`src/rtl/assert_macros.svh`:
```
// Assertion macros shared by the RTL of the grid strip index generator.
// No dependencies; define SYNTH to compile every assertion away.
`ifndef ASSERT_MACROS_SVH
`define ASSERT_MACROS_SVH

`ifndef SYNTH
// label: antecedent implies consequent, sampled on clk, off during reset
`define ASSERT_IMPLY(label, clk, rst_n, ante, cons) \
    label: assert property (@(posedge clk) disable iff (!rst_n) (ante) |-> (cons)) \
        else $error("assertion failed");
// label: expression never holds, sampled on clk, off during reset
`define ASSERT_NEVER(label, clk, rst_n, expr) \
    label: assert property (@(posedge clk) disable iff (!rst_n) !(expr)) \
        else $error("assertion failed");
`else
`define ASSERT_IMPLY(label, clk, rst_n, ante, cons)
`define ASSERT_NEVER(label, clk, rst_n, expr)
`endif

`endif

```
`src/rtl/gsig_pkg.sv`:
```
// Package for the grid strip index generator: codes, field widths and the
// structs passed between its modules. No dependencies.
package gsig_pkg;

    localparam int CFG_W     = 9;
    localparam int CFG_IDX_W = 1;
    localparam int IDX_W     = 32;

    localparam logic [CFG_W-1:0] CFG_RESET = 9'd21;

    // configuration register indexes
    localparam logic [CFG_IDX_W-1:0] REG_GRID_COLS = 1'b0;
    localparam logic [CFG_IDX_W-1:0] REG_GRID_ROWS = 1'b1;

    // section / phase codes
    localparam logic [1:0] PH_STRIP = 2'd0;
    localparam logic [1:0] PH_ULINE = 2'd1;
    localparam logic [1:0] PH_VLINE = 2'd2;
    localparam logic [1:0] PH_DONE  = 2'd3;

    localparam logic [IDX_W-1:0] RESTART_MARK = 32'hFFFF_FFFF;

    typedef struct packed {
        logic [1:0] phase;
        logic       pair_half;
        logic       restart_pending;
    } gsig_flags_t;

    typedef struct packed {
        logic       is_restart;
        logic [1:0] section;
        logic       section_last;
        logic       list_last;
    } gsig_res_t;

endpackage

```
`src/rtl/gsig_cfg.sv`:
```
// Configuration registers (grid_cols, grid_rows) with clamped side outputs.
// Depends on gsig_pkg.
module gsig_cfg #(
    parameter int MAX_SIDE = 256,
    parameter int SW       = 9
) (
    input  logic                             clk,
    input  logic                             rst_n,
    input  logic                             cfg_valid,
    output logic                             cfg_ready,
    input  logic [gsig_pkg::CFG_IDX_W-1:0]   cfg_index,
    input  logic [gsig_pkg::CFG_W-1:0]       cfg_data,
    output logic [SW-1:0]                    cols_clamped,
    output logic [SW-1:0]                    rows_clamped
);
    import gsig_pkg::*;

    logic [CFG_W-1:0] grid_cols_reg;
    logic [CFG_W-1:0] grid_rows_reg;

    function automatic logic [SW-1:0] clamp_side(input logic [CFG_W-1:0] v);
        logic [31:0] ext;
        logic [31:0] res;
        ext = 32'(v);
        if (ext < 32'd2)
            res = 32'd2;
        else if (ext > 32'(MAX_SIDE))
            res = 32'(MAX_SIDE);
        else
            res = ext;
        return res[SW-1:0];
    endfunction

    assign cfg_ready = 1'b1;

    always_ff @(posedge clk or negedge rst_n)
    begin
        if (!rst_n)
        begin
            grid_cols_reg <= CFG_RESET;
            grid_rows_reg <= CFG_RESET;
        end
        else if (cfg_valid && cfg_ready)
        begin
            unique case (cfg_index)
                REG_GRID_COLS: grid_cols_reg <= cfg_data;
                REG_GRID_ROWS: grid_rows_reg <= cfg_data;
            endcase
        end
    end

    assign cols_clamped = clamp_side(grid_cols_reg);
    assign rows_clamped = clamp_side(grid_rows_reg);

endmodule

```
`src/rtl/gsig_step.sv`:
```
// Next-state and result logic for one request: counters, strip/line walk,
// one n*a+b index multiply. Purely combinational. Depends on gsig_pkg.
module gsig_step #(
    parameter int SW = 9
) (
    input  logic                   start_over,
    input  gsig_pkg::gsig_flags_t  flags,
    input  logic [SW-1:0]          outer_count,
    input  logic [SW-1:0]          inner_count,
    input  logic [SW-1:0]          lat_cols,
    input  logic [SW-1:0]          lat_rows,
    input  logic [SW-1:0]          cols_clamped,
    input  logic [SW-1:0]          rows_clamped,
    output logic                   emit,
    output gsig_pkg::gsig_flags_t  flags_next,
    output logic [SW-1:0]          outer_next,
    output logic [SW-1:0]          inner_next,
    output logic [SW-1:0]          cols_next,
    output logic [SW-1:0]          rows_next,
    output logic [gsig_pkg::IDX_W-1:0] vertex_next,
    output gsig_pkg::gsig_res_t    res_next
);
    import gsig_pkg::*;

    localparam int PW = 2 * SW;
    localparam int IW = PW + 1;

    gsig_flags_t      fl;
    logic [SW-1:0]    outer_c;
    logic [SW-1:0]    inner_c;
    logic [SW-1:0]    n;
    logic [SW-1:0]    m;
    logic [SW-1:0]    inner_inc;
    logic [SW-1:0]    outer_inc;
    logic [SW-1:0]    mul_a;
    logic [SW-1:0]    mul_b;
    logic [PW-1:0]    prod;
    logic [IW-1:0]    sum;

    // a start replaces the state before the step is taken
    always_comb
    begin
        if (start_over)
        begin
            fl.phase           = PH_STRIP;
            fl.pair_half       = 1'b0;
            fl.restart_pending = 1'b0;
            outer_c            = SW'(1);
            inner_c            = '0;
            n                  = cols_clamped;
            m                  = rows_clamped;
        end
        else
        begin
            fl      = flags;
            outer_c = outer_count;
            inner_c = inner_count;
            n       = lat_cols;
            m       = lat_rows;
        end
    end

    assign emit      = start_over || (flags.phase != PH_DONE);
    assign inner_inc = inner_c + SW'(1);
    assign outer_inc = outer_c + SW'(1);
    assign cols_next = n;
    assign rows_next = m;

    always_comb
    begin
        flags_next       = fl;
        outer_next       = outer_c;
        inner_next       = inner_c;
        mul_a            = outer_c;
        mul_b            = inner_c;
        res_next.is_restart   = 1'b0;
        res_next.section      = fl.phase;
        res_next.section_last = 1'b0;
        res_next.list_last    = 1'b0;

        if (fl.restart_pending)
        begin
            res_next.is_restart        = 1'b1;
            flags_next.restart_pending = 1'b0;
        end
        else
        begin
            case (fl.phase)
                PH_STRIP:
                begin
                    // row outer_c first, then the previous row (outer_c - 1)
                    mul_a = fl.pair_half ? (outer_c - SW'(1)) : outer_c;
                    flags_next.pair_half = !fl.pair_half;
                    if (fl.pair_half)
                    begin
                        inner_next = inner_inc;
                        if (inner_inc >= n)
                        begin
                            inner_next = '0;
                            outer_next = outer_inc;
                            if (outer_inc >= m)
                            begin
                                res_next.section_last = 1'b1;
                                flags_next.phase      = PH_ULINE;
                                outer_next            = '0;
                            end
                            else
                                flags_next.restart_pending = 1'b1;
                        end
                    end
                end
                PH_ULINE:
                begin
                    inner_next = inner_inc;
                    if (inner_inc >= n)
                    begin
                        inner_next = '0;
                        outer_next = outer_inc;
                        if (outer_inc >= m)
                        begin
                            res_next.section_last = 1'b1;
                            flags_next.phase      = PH_VLINE;
                            outer_next            = '0;
                        end
                        flags_next.restart_pending = 1'b1;
                    end
                end
                PH_VLINE:
                begin
                    mul_a      = inner_c;
                    mul_b      = outer_c;
                    inner_next = inner_inc;
                    if (inner_inc >= m)
                    begin
                        inner_next = '0;
                        outer_next = outer_inc;
                        if (outer_inc >= n)
                        begin
                            res_next.section_last = 1'b1;
                            res_next.list_last    = 1'b1;
                            flags_next.phase      = PH_DONE;
                            outer_next            = '0;
                        end
                        else
                            flags_next.restart_pending = 1'b1;
                    end
                end
                default:
                begin
                    // idle: nothing moves
                end
            endcase
        end
    end

    assign prod = PW'(n) * PW'(mul_a);
    assign sum  = {1'b0, prod} + IW'(mul_b);

    assign vertex_next = res_next.is_restart ? RESTART_MARK : IDX_W'(sum);

endmodule

```
`src/rtl/grid_strip_index_generator_top.sv`:
```
// Each accepted request's item goes into the single state/result register stage.
// Throughput: one request per cycle unless a held result stalls the input.
// Requests after the list ends (or before any start) are taken and give no item.
// Reset (rst_n, async low): list idle, counters zero, grid_cols = grid_rows = 21.
// Top level of the grid strip index generator; uses gsig_pkg, gsig_cfg,
// gsig_step and assert_macros.svh.
`include "assert_macros.svh"

module grid_strip_index_generator_top #(
    parameter int MAX_SIDE = 256
) (
    input  logic                             clk,
    input  logic                             rst_n,
    // request channel
    input  logic                             in_valid,
    output logic                             in_stall,
    input  logic                             start_over,
    // result channel
    output logic                             out_valid,
    input  logic                             out_stall,
    output logic [gsig_pkg::IDX_W-1:0]       vertex_index,
    output logic                             is_restart,
    output logic [1:0]                       section,
    output logic                             section_last,
    output logic                             list_last,
    // configuration write channel
    input  logic                             cfg_valid,
    output logic                             cfg_ready,
    input  logic [gsig_pkg::CFG_IDX_W-1:0]   cfg_index,
    input  logic [gsig_pkg::CFG_W-1:0]       cfg_data
);
    import gsig_pkg::*;

    // counters and latched sides must hold MAX_SIDE itself
    localparam int SW = $clog2(MAX_SIDE + 1);

    logic [SW-1:0] cols_clamped;
    logic [SW-1:0] rows_clamped;

    // walk state, updated on every accepted request
    gsig_flags_t   flags_reg;
    gsig_flags_t   flags_next;
    logic [SW-1:0] outer_reg;
    logic [SW-1:0] outer_next;
    logic [SW-1:0] inner_reg;
    logic [SW-1:0] inner_next;
    // grid size latched at start, so register writes mid-list wait for the next start
    logic [SW-1:0] lat_cols_reg;
    logic [SW-1:0] lat_cols_next;
    logic [SW-1:0] lat_rows_reg;
    logic [SW-1:0] lat_rows_next;

    // result register
    logic              out_valid_reg;
    logic              out_valid_next;
    logic [IDX_W-1:0]  vertex_reg;
    logic [IDX_W-1:0]  vertex_next;
    gsig_res_t         res_reg;
    gsig_res_t         res_next;

    logic emit;
    logic in_accept;

    gsig_cfg #(
        .MAX_SIDE (MAX_SIDE),
        .SW       (SW)
    ) u_cfg (
        .clk          (clk),
        .rst_n        (rst_n),
        .cfg_valid    (cfg_valid),
        .cfg_ready    (cfg_ready),
        .cfg_index    (cfg_index),
        .cfg_data     (cfg_data),
        .cols_clamped (cols_clamped),
        .rows_clamped (rows_clamped)
    );

    gsig_step #(
        .SW (SW)
    ) u_step (
        .start_over   (start_over),
        .flags        (flags_reg),
        .outer_count  (outer_reg),
        .inner_count  (inner_reg),
        .lat_cols     (lat_cols_reg),
        .lat_rows     (lat_rows_reg),
        .cols_clamped (cols_clamped),
        .rows_clamped (rows_clamped),
        .emit         (emit),
        .flags_next   (flags_next),
        .outer_next   (outer_next),
        .inner_next   (inner_next),
        .cols_next    (lat_cols_next),
        .rows_next    (lat_rows_next),
        .vertex_next  (vertex_next),
        .res_next     (res_next)
    );

    // A new request is taken whenever the result register is empty or is
    // being drained this cycle; only a held result stalls the input.
    assign in_stall  = out_valid_reg && out_stall;
    assign in_accept = in_valid && !in_stall;

    always_comb
    begin
        if (in_accept)
            out_valid_next = emit;
        else
            out_valid_next = out_valid_reg && out_stall;
    end

    always_ff @(posedge clk or negedge rst_n)
    begin
        if (!rst_n)
        begin
            flags_reg.phase           <= PH_DONE;
            flags_reg.pair_half       <= 1'b0;
            flags_reg.restart_pending <= 1'b0;
            outer_reg                 <= '0;
            inner_reg                 <= '0;
            lat_cols_reg              <= '0;
            lat_rows_reg              <= '0;
            out_valid_reg             <= 1'b0;
        end
        else
        begin
            out_valid_reg <= out_valid_next;
            if (in_accept)
            begin
                flags_reg    <= flags_next;
                outer_reg    <= outer_next;
                inner_reg    <= inner_next;
                lat_cols_reg <= lat_cols_next;
                lat_rows_reg <= lat_rows_next;
            end
        end
    end

    // payload only loads with a fresh item
    always_ff @(posedge clk)
    begin
        if (in_accept && emit)
        begin
            vertex_reg <= vertex_next;
            res_reg    <= res_next;
        end
    end

    assign out_valid    = out_valid_reg;
    assign vertex_index = vertex_reg;
    assign is_restart   = res_reg.is_restart;
    assign section      = res_reg.section;
    assign section_last = res_reg.section_last;
    assign list_last    = res_reg.list_last;

    // restart items always carry the marker value
    `ASSERT_IMPLY(a_restart_mark, clk, rst_n, out_valid && is_restart, vertex_index == RESTART_MARK)
    // end of list is the end of the v-line section
    `ASSERT_IMPLY(a_list_last, clk, rst_n, out_valid && list_last, section_last && section == PH_VLINE)
    // a marker is never queued in the middle of a strip column pair
    `ASSERT_NEVER(a_pair_pend, clk, rst_n, flags_reg.pair_half && flags_reg.restart_pending)
    // inner counter stays inside the current line
    `ASSERT_IMPLY(a_inner_bound, clk, rst_n, flags_reg.phase != PH_DONE, inner_reg < ((flags_reg.phase == PH_VLINE) ? lat_rows_reg : lat_cols_reg))
    // the input only stalls behind a held result
    `ASSERT_IMPLY(a_stall_cause, clk, rst_n, in_stall, out_valid_reg)

endmodule
```
`config.mk`:
```
export PLATFORM = sky130hd
export DESIGN_NAME = grid_strip_index_generator_top
export DESIGN_NICKNAME = d
export VERILOG_FILES = /design/src/rtl/gsig_pkg.sv /design/src/rtl/gsig_cfg.sv /design/src/rtl/gsig_step.sv /design/src/rtl/grid_strip_index_generator_top.sv
export VERILOG_INCLUDE_DIRS = /design/src /design/src/rtl
export SDC_FILE = /design/constraint.sdc
export NUM_CORES = 1
export LEC_CHECK = 0
export BUFFER_PORTS_ARGS = -buffer_cell sky130_fd_sc_hd__buf_2
export CAP_MARGIN = 20
export CORE_MARGIN = 5
export CORE_UTILIZATION = 49
export DETAILED_ROUTE_END_ITERATION = 7
export PLACE_DENSITY = 0.76
export SYNTH_ARGS = -nofsm -noshare
export SYNTH_HDL_FRONTEND = slang
export SYNTH_SLANG_ARGS = --single-unit
export TNS_END_PERCENT = 30
```
`constraint.sdc`:
```
create_clock -name clk -period 7.4 [get_ports clk]
set_input_delay 0.74 -clock clk [delete_from_list [all_inputs] [get_ports clk]]
set_output_delay 0.74 -clock clk [all_outputs]
set_load 0.01 [all_outputs]
```
==> flow_summary.toml, run 1 <==
[setup_path]
startpoint = "u_cfg.grid_cols_reg[7]"
cp-start-kind = "flop"
endpoint = "vertex_index[17]"
crit_type = "reg -> reg"
critPathRequiredTime_ps = 7510
cp_data_arrival_time_ps = 7000
path_max_fanout = 8
rr_endpoint = "vertex_index[17]"
reg2reg_from = "u_cfg.grid_cols_reg[7]"
rr_worst_depth = 22
critPathCaptureType = "flop"
rrSetupSlack_ps = 510

[cts]
cts_root_buf = "clkbuf_16"
cts.sinks = 83
clock_path_buffers = 2
cts_tree = "yes"
numCtsBuffers = 9
cts_resized = 0
htreeDepth = 3
clk_latency_ps = 360
clkTransAtPathRegs_ps = 70

[floorplanning]
die_area_sq_um = 19900
core_area_sq_um = 17100
die_y_um = 141
initial_core_util_pct = 49.4
ioPinCount = 56
fp.dieW_um = 141
fp-row-count = 48

[detailed_routing]
drt_iter0_drc = 559
routed_wl_mm = 21.3
drc = 0
wl_per_cell_um = 17.9
ant_nets = 0
post_drt_via_cell_ratio = 5.78
vias = 6903
drtPass1Iterations = 5

[sta]
fin_skew_ps = 9.02
tns_ps = 0
setup_violations = 0
rsz0062_at_grt = "no"
fmax_mhz = 145
fin_ws_ps = 508
worstMarginPinSlew_ps = 1070
maxSlewViolCount = 0
fin_crit_ps = 6890
hold_violations = 0
relSlewSlack_pct = 28.1
final.period_utilization_pct = 93.1

[yosys]
synth_nets = 1078
netlist_area_sq_um = 8420
synth_top_cell_by_area = "dfrtp_1"
syn_avg_cell_area_sq_um = 9.25
synthArstFlopShare_pct = 71.1
ys_ff_latch = 83
yosysWarnings = 0
synthTopCellsByArea = "dfrtp_1 15%, ha_1 14%, fa_1 13%"
synth_ff_type = "dfrtp_1"
ys_types = 76
synth_top_cell_area_share_pct = 15.2
synth_edf_count = 24
synth_cells = 911
ys_seq_area_share_pct = 26.2

[place]
gp_congestion = 0.990
dpl_cell_area_sq_um = 8990
dp_slack_ps = 201
port_buffers = 54
dp_hpwl_mm = 16.7

[global_route]
track_usage_pct = 22.4
grt_max_degree = 60
grt_pass1_wl_mm = 35.7
grt_overflow = 0
grt_pass1_vias = 6871
antenna_found_initial = 0

[cells_and_area]
largest_reg_flops = 20
multi_input_area_sq_um = 5680
antenna_cells = 0
nNetsFinal = 1132
fin_util_pct = 54.5
nFillCells = 1535
area.sequential_sq_um = 2210
final_layout_size_suffix_gt1_share_pct = 17.1
areaGrowthSynthToFinish_pct = 10.4
design_area_sq_um = 9300

[pwr]
power_mw = 2.21
vdd_drop_max_mv = 0.174
leakage_nw = 4.51
power.density_nw_per_um2 = 238

[min_path]
worstHoldPathType = "reg -> reg"

[flow_run]
cap_violations = 0

[status]
outcome = "completed"
## area by class of cell
type                       instances  area share (%)
tap                              225            3.03
sequential                        83            23.7
timing repair buffer              84            5.47
inverter                          86            3.47
clock buffer                       9            2.42
clock inverter                     7           0.740
multi-input combinational        701            61.1
## cells in the final DEF, fill, tap and decap left out, types with 24 or more instances in the layout
| master | count |
|---|---|
| a21oi_1 | 43 |
| buf_2 | 54 |
| buf_4 | 29 |
| dfrtp_1 | 51 |
| edfxtp_1 | 24 |
| fa_1 | 56 |
| ha_1 | 95 |
| inv_1 | 83 |
| mux2_2 | 27 |
| nand2_1 | 72 |
| nand2b_1 | 29 |
| nor2_1 | 98 |
| o21ai_0 | 36 |
## cell families (layout without fill, tap and decap cells)
| family | count (synthesis) | after routing | synth area share (%) |
|---|---|---|---|
| simple gates | 312 | 312 | 18.1 |
| compound gates | 173 | 173 | 14.3 |
| fa+ha+maj | 151 | 151 | 27.4 |
| buf+inv | 127 | 186 | 6.34 |
| flops | 83 | 83 | 26.2 |
| mux | 36 | 36 | 4.68 |
| xor+xnor | 28 | 28 | 2.91 |
| other cells | 1 | 1 | 0.0445 |
## synth_stat cells (6+ instances only)
cell type	count
edfxtp_1	24
nand3_1	19
o21ai_0	36
a22oi_1	8
a21o_1	12
nor2b_1	16
a31oi_1	6
nand2_1	72
a22o_1	11
fa_1	56
xor2_1	9
nand4_1	7
dfrtp_1	51
a21oi_1	43
mux2_2	27
mux2i_1	9
and2_1	6
nor2_1	98
or2_2	14
xnor2_1	19
nor3_1	18
dfstp_2	8
inv_1	83
nand2b_1	29
ha_1	95
clkbuf_1	21
buf_4	14
## critical path, stage by stage (launching register included)
cell and delay [ps]:
dfrtp_1 430, or4_1 550, nor4_2 300, nor2_1 80
nor2_1 170, mux2i_1 120, buf_4 190, or2_2 310
fa_1 490, fa_1 560, inv_1 60, fa_1 500
fa_1 540, inv_1 60, fa_1 540, inv_1 50
ha_1 230, or3_1 380, o21ai_0 180, o31ai_2 160
a221oi_1 320, nor3_1 70, or3b_1 340
## routing by layer
metal  global-route usage (%)  wire (um)
met1                     30.8       9600
met2                     35.3       9670
met3                     3.49       1330
met4                     9.18        751
met5                        0          0
## power by group
group	internal (mW)	total [mW]	switching [mW]	leakage (nW)
sequential	0.584	0.649	0.0658	0.979
clock	0.237	0.457	0.220	0.146
combinational	0.456	1.10	0.648	3.38
total	1.28	2.21	0.934	4.51
## repair_timing
item,4_1_cts,5_1_grt
hold buffers,0,0
buffers inserted,0,2
endpoints found under the setup margin,0,1
## through the flow
| stage | hold WS [ps] | instances |
|---|---|---|
| after floorplan | 444 | 911 |
| after global placement | 469 | 1177 |
| after detailed placement | 477 | 1177 |
| after CTS | 495 | 1193 |
| after global routing | 531 | 1195 |
| final | 492 | 1195 |
## worst min-delay path by stage
stage / from / endpoint / cells past startpoint / slack (ps)
after global placement: lat_rows_reg[8] / lat_rows_reg[8] / 2 / 470
after global routing: lat_rows_reg[6] / lat_rows_reg[6] / 1 / 530
final: lat_rows_reg[3] / lat_rows_reg[3] / 2 / 490
after CTS: lat_rows_reg[3] / lat_rows_reg[3] / 2 / 500
after floorplan: rst_n / flags_reg[0] / 0 / 440
after detailed placement: lat_rows_reg[8] / lat_rows_reg[8] / 2 / 480
Power figures use the tool's default switching activity.
==> inputs of run 2 (changes only) <==
- CELL_PAD_IN_SITES_DETAIL_PLACEMENT: unset -> 0
- CELL_PAD_IN_SITES_GLOBAL_PLACEMENT: unset -> 1
- PLACE_DENSITY: 0.76 -> 0.92
==> flow_summary.toml, run 2 (same netlist as run 1, synthesis figures left out) <==
[cts]
numCtsBuffers = 9
clkTransAtPathRegs_ps = 70
cts_hold_buf = 0
cts.sinks = 83
clock_path_buffers = 2
cts_resized = 0
post-cts-setup-buffers = 0
cts_tree = "yes"
htreeDepth = 3
cts_root_buf = "clkbuf_16"
clk_latency_ps = 360

[cells_and_area]
nFillCells = 1546
areaGrowthSynthToFinish_pct = 9.91
largest_reg_flops = 20
fin_util_pct = 54.3
design_area_sq_um = 9260
multi_input_area_sq_um = 5680
area.sequential_sq_um = 2210
final_layout_size_suffix_gt1_share_pct = 16.9
antenna_cells = 0
nNetsFinal = 1131
layout_common_cells = "98 x nor2_1, 95 x ha_1, 83 x inv_1"
layout.cells.most_common = "nor2_1"
fin_cells = 1193

[sta]
worstMarginPinSlew_ps = 964
rsz0062_at_grt = "no"
fmax_mhz = 145
setup_violations = 0
maxSlewViolCount = 0
final.period_utilization_pct = 93.2
tns_ps = 0
hold_violations = 0
relSlewSlack_pct = 35.5
fin_crit_ps = 6900
fin_skew_ps = 9.71

[floorplanning]
die_y_um = 141
initial_core_util_pct = 49.4
fp.dieW_um = 141
fp-row-count = 48
die_area_sq_um = 19900
ioPinCount = 56
core_area_sq_um = 17100

[pwr]
leakage_nw = 4.49
power.density_nw_per_um2 = 234
vdd_drop_max_mv = 0.148

[setup_path]
path_cells = "inv_2 > nor3_1 > nand4_1 > nor3_1 > a32oi_1 > a2bb2oi_2 > or2_2 > fa_1 > fa_1 > inv_1 > fa_1 > fa_1 > inv_1 > fa_1 > inv_1 > ha_1 > or3_1 > o21ai_0 > o31ai_2 > a221oi_1 > nor3_1 > or3b_1"
crit_type = "reg -> reg"
critPathRequiredTime_ps = 7490
cp-start-kind = "flop"
critPathCaptureType = "flop"
cpPeakStageDelay_ps = 570
cp_common_cell = "fa_1"
cpMaxStageDelayCell = "dfrtp_1"
cp_data_arrival_time_ps = 6990
path_max_fanout = 9

[detailed_routing]
routed_wl_mm = 20.7
ant_nets = 0
drt_iter0_drc = 557
post_drt_via_cell_ratio = 5.72
vias = 6829
wl_per_cell_um = 17.3
drtPass1Iterations = 5
drc = 0

[global_route]
grt_pass1_wl_mm = 34.6
grt_max_degree = 60
track_usage_pct = 21.7
grt_overflow = 0
antenna_found_initial = 0
grt_pass1_vias = 6709

[place]
port_buffers = 54
dp_hpwl_mm = 16.3
gp_congestion = 0.975
dpl_cell_area_sq_um = 8970
place_inst = 1177

[status]
outcome = "completed"

[flow_run]
cap_violations = 0

[min_path]
worstHoldPathType = "reg -> reg"
## run 2: cell count changes in the layout (fill, tap and decap cells not counted), sizes merged
cell    delta
clkinv     +2
buf        -2
inv        -3
clkbuf     +1
## run 2: through the flow
stage / hold WS, ps / power, mW / worst slack, ps
6_report: 490 / 2.17 / 500
5_1_grt: 519 / 2.35 / 107
4_1_cts: 494 / 2.18 / 541
3_5_place_dp: 479 / 1.73 / 303
3_3_place_gp: 466 / 1.71 / 424
2_1_floorplan: 444 / 1.43 / 138
## run 2: worst paths after layout
check	cells after the start	slack (ps)	from	endpoint
setup / recovery	22	500	flags_reg[1]	vertex_index[17]
max in group asynchronous	2	6360	rst_n	outer_reg[4]
min in group asynchronous	2	540	rst_n	u_cfg.grid_rows_reg[6]
hold reg to reg	2	490	lat_rows_reg[8]	lat_rows_reg[8]
hold / removal	2	490	lat_rows_reg[8]	lat_rows_reg[8]
setup reg to reg	22	500	flags_reg[1]	vertex_index[17]
## run 2: area by class of cell
type	count	share of cell area [%]
Clock buffer	9	2.43
Clock inverter	6	0.554
Inverter	86	3.49
Multi-Input combinational cell	701	61.4
Sequential cell	83	23.8
Tap cell	225	3.04
Timing Repair Buffer	83	5.27
## run 2: where the power goes
part           total, mW  internal, mW  switching [mW]
Sequential         0.660         0.584          0.0761
Combinational       1.07         0.452           0.622
Clock              0.435         0.230           0.204
## run 2: worst max-delay path: cells and delay by family (launching register included)
kind / cells / cell delay, ps
and+or+nand+nor: 7 / 1930
adders and majority gates: 6 / 2850
buffers and inverters: 4 / 300
DFF: 1 / 570
AOI/OAI and AO/OA: 5 / 960
## run 2: metal layers
metal | GRT usage [%] | vias up | part of all wire [%]
met3 | 3.02 | 45 | 6.2
met5 | 0 | - | 0
met4 | 7.70 | 0 | 2.6
met2 | 34.8 | 243 | 47
met1 | 30.0 | 3287 | 45
li1 | - | 3254 | -
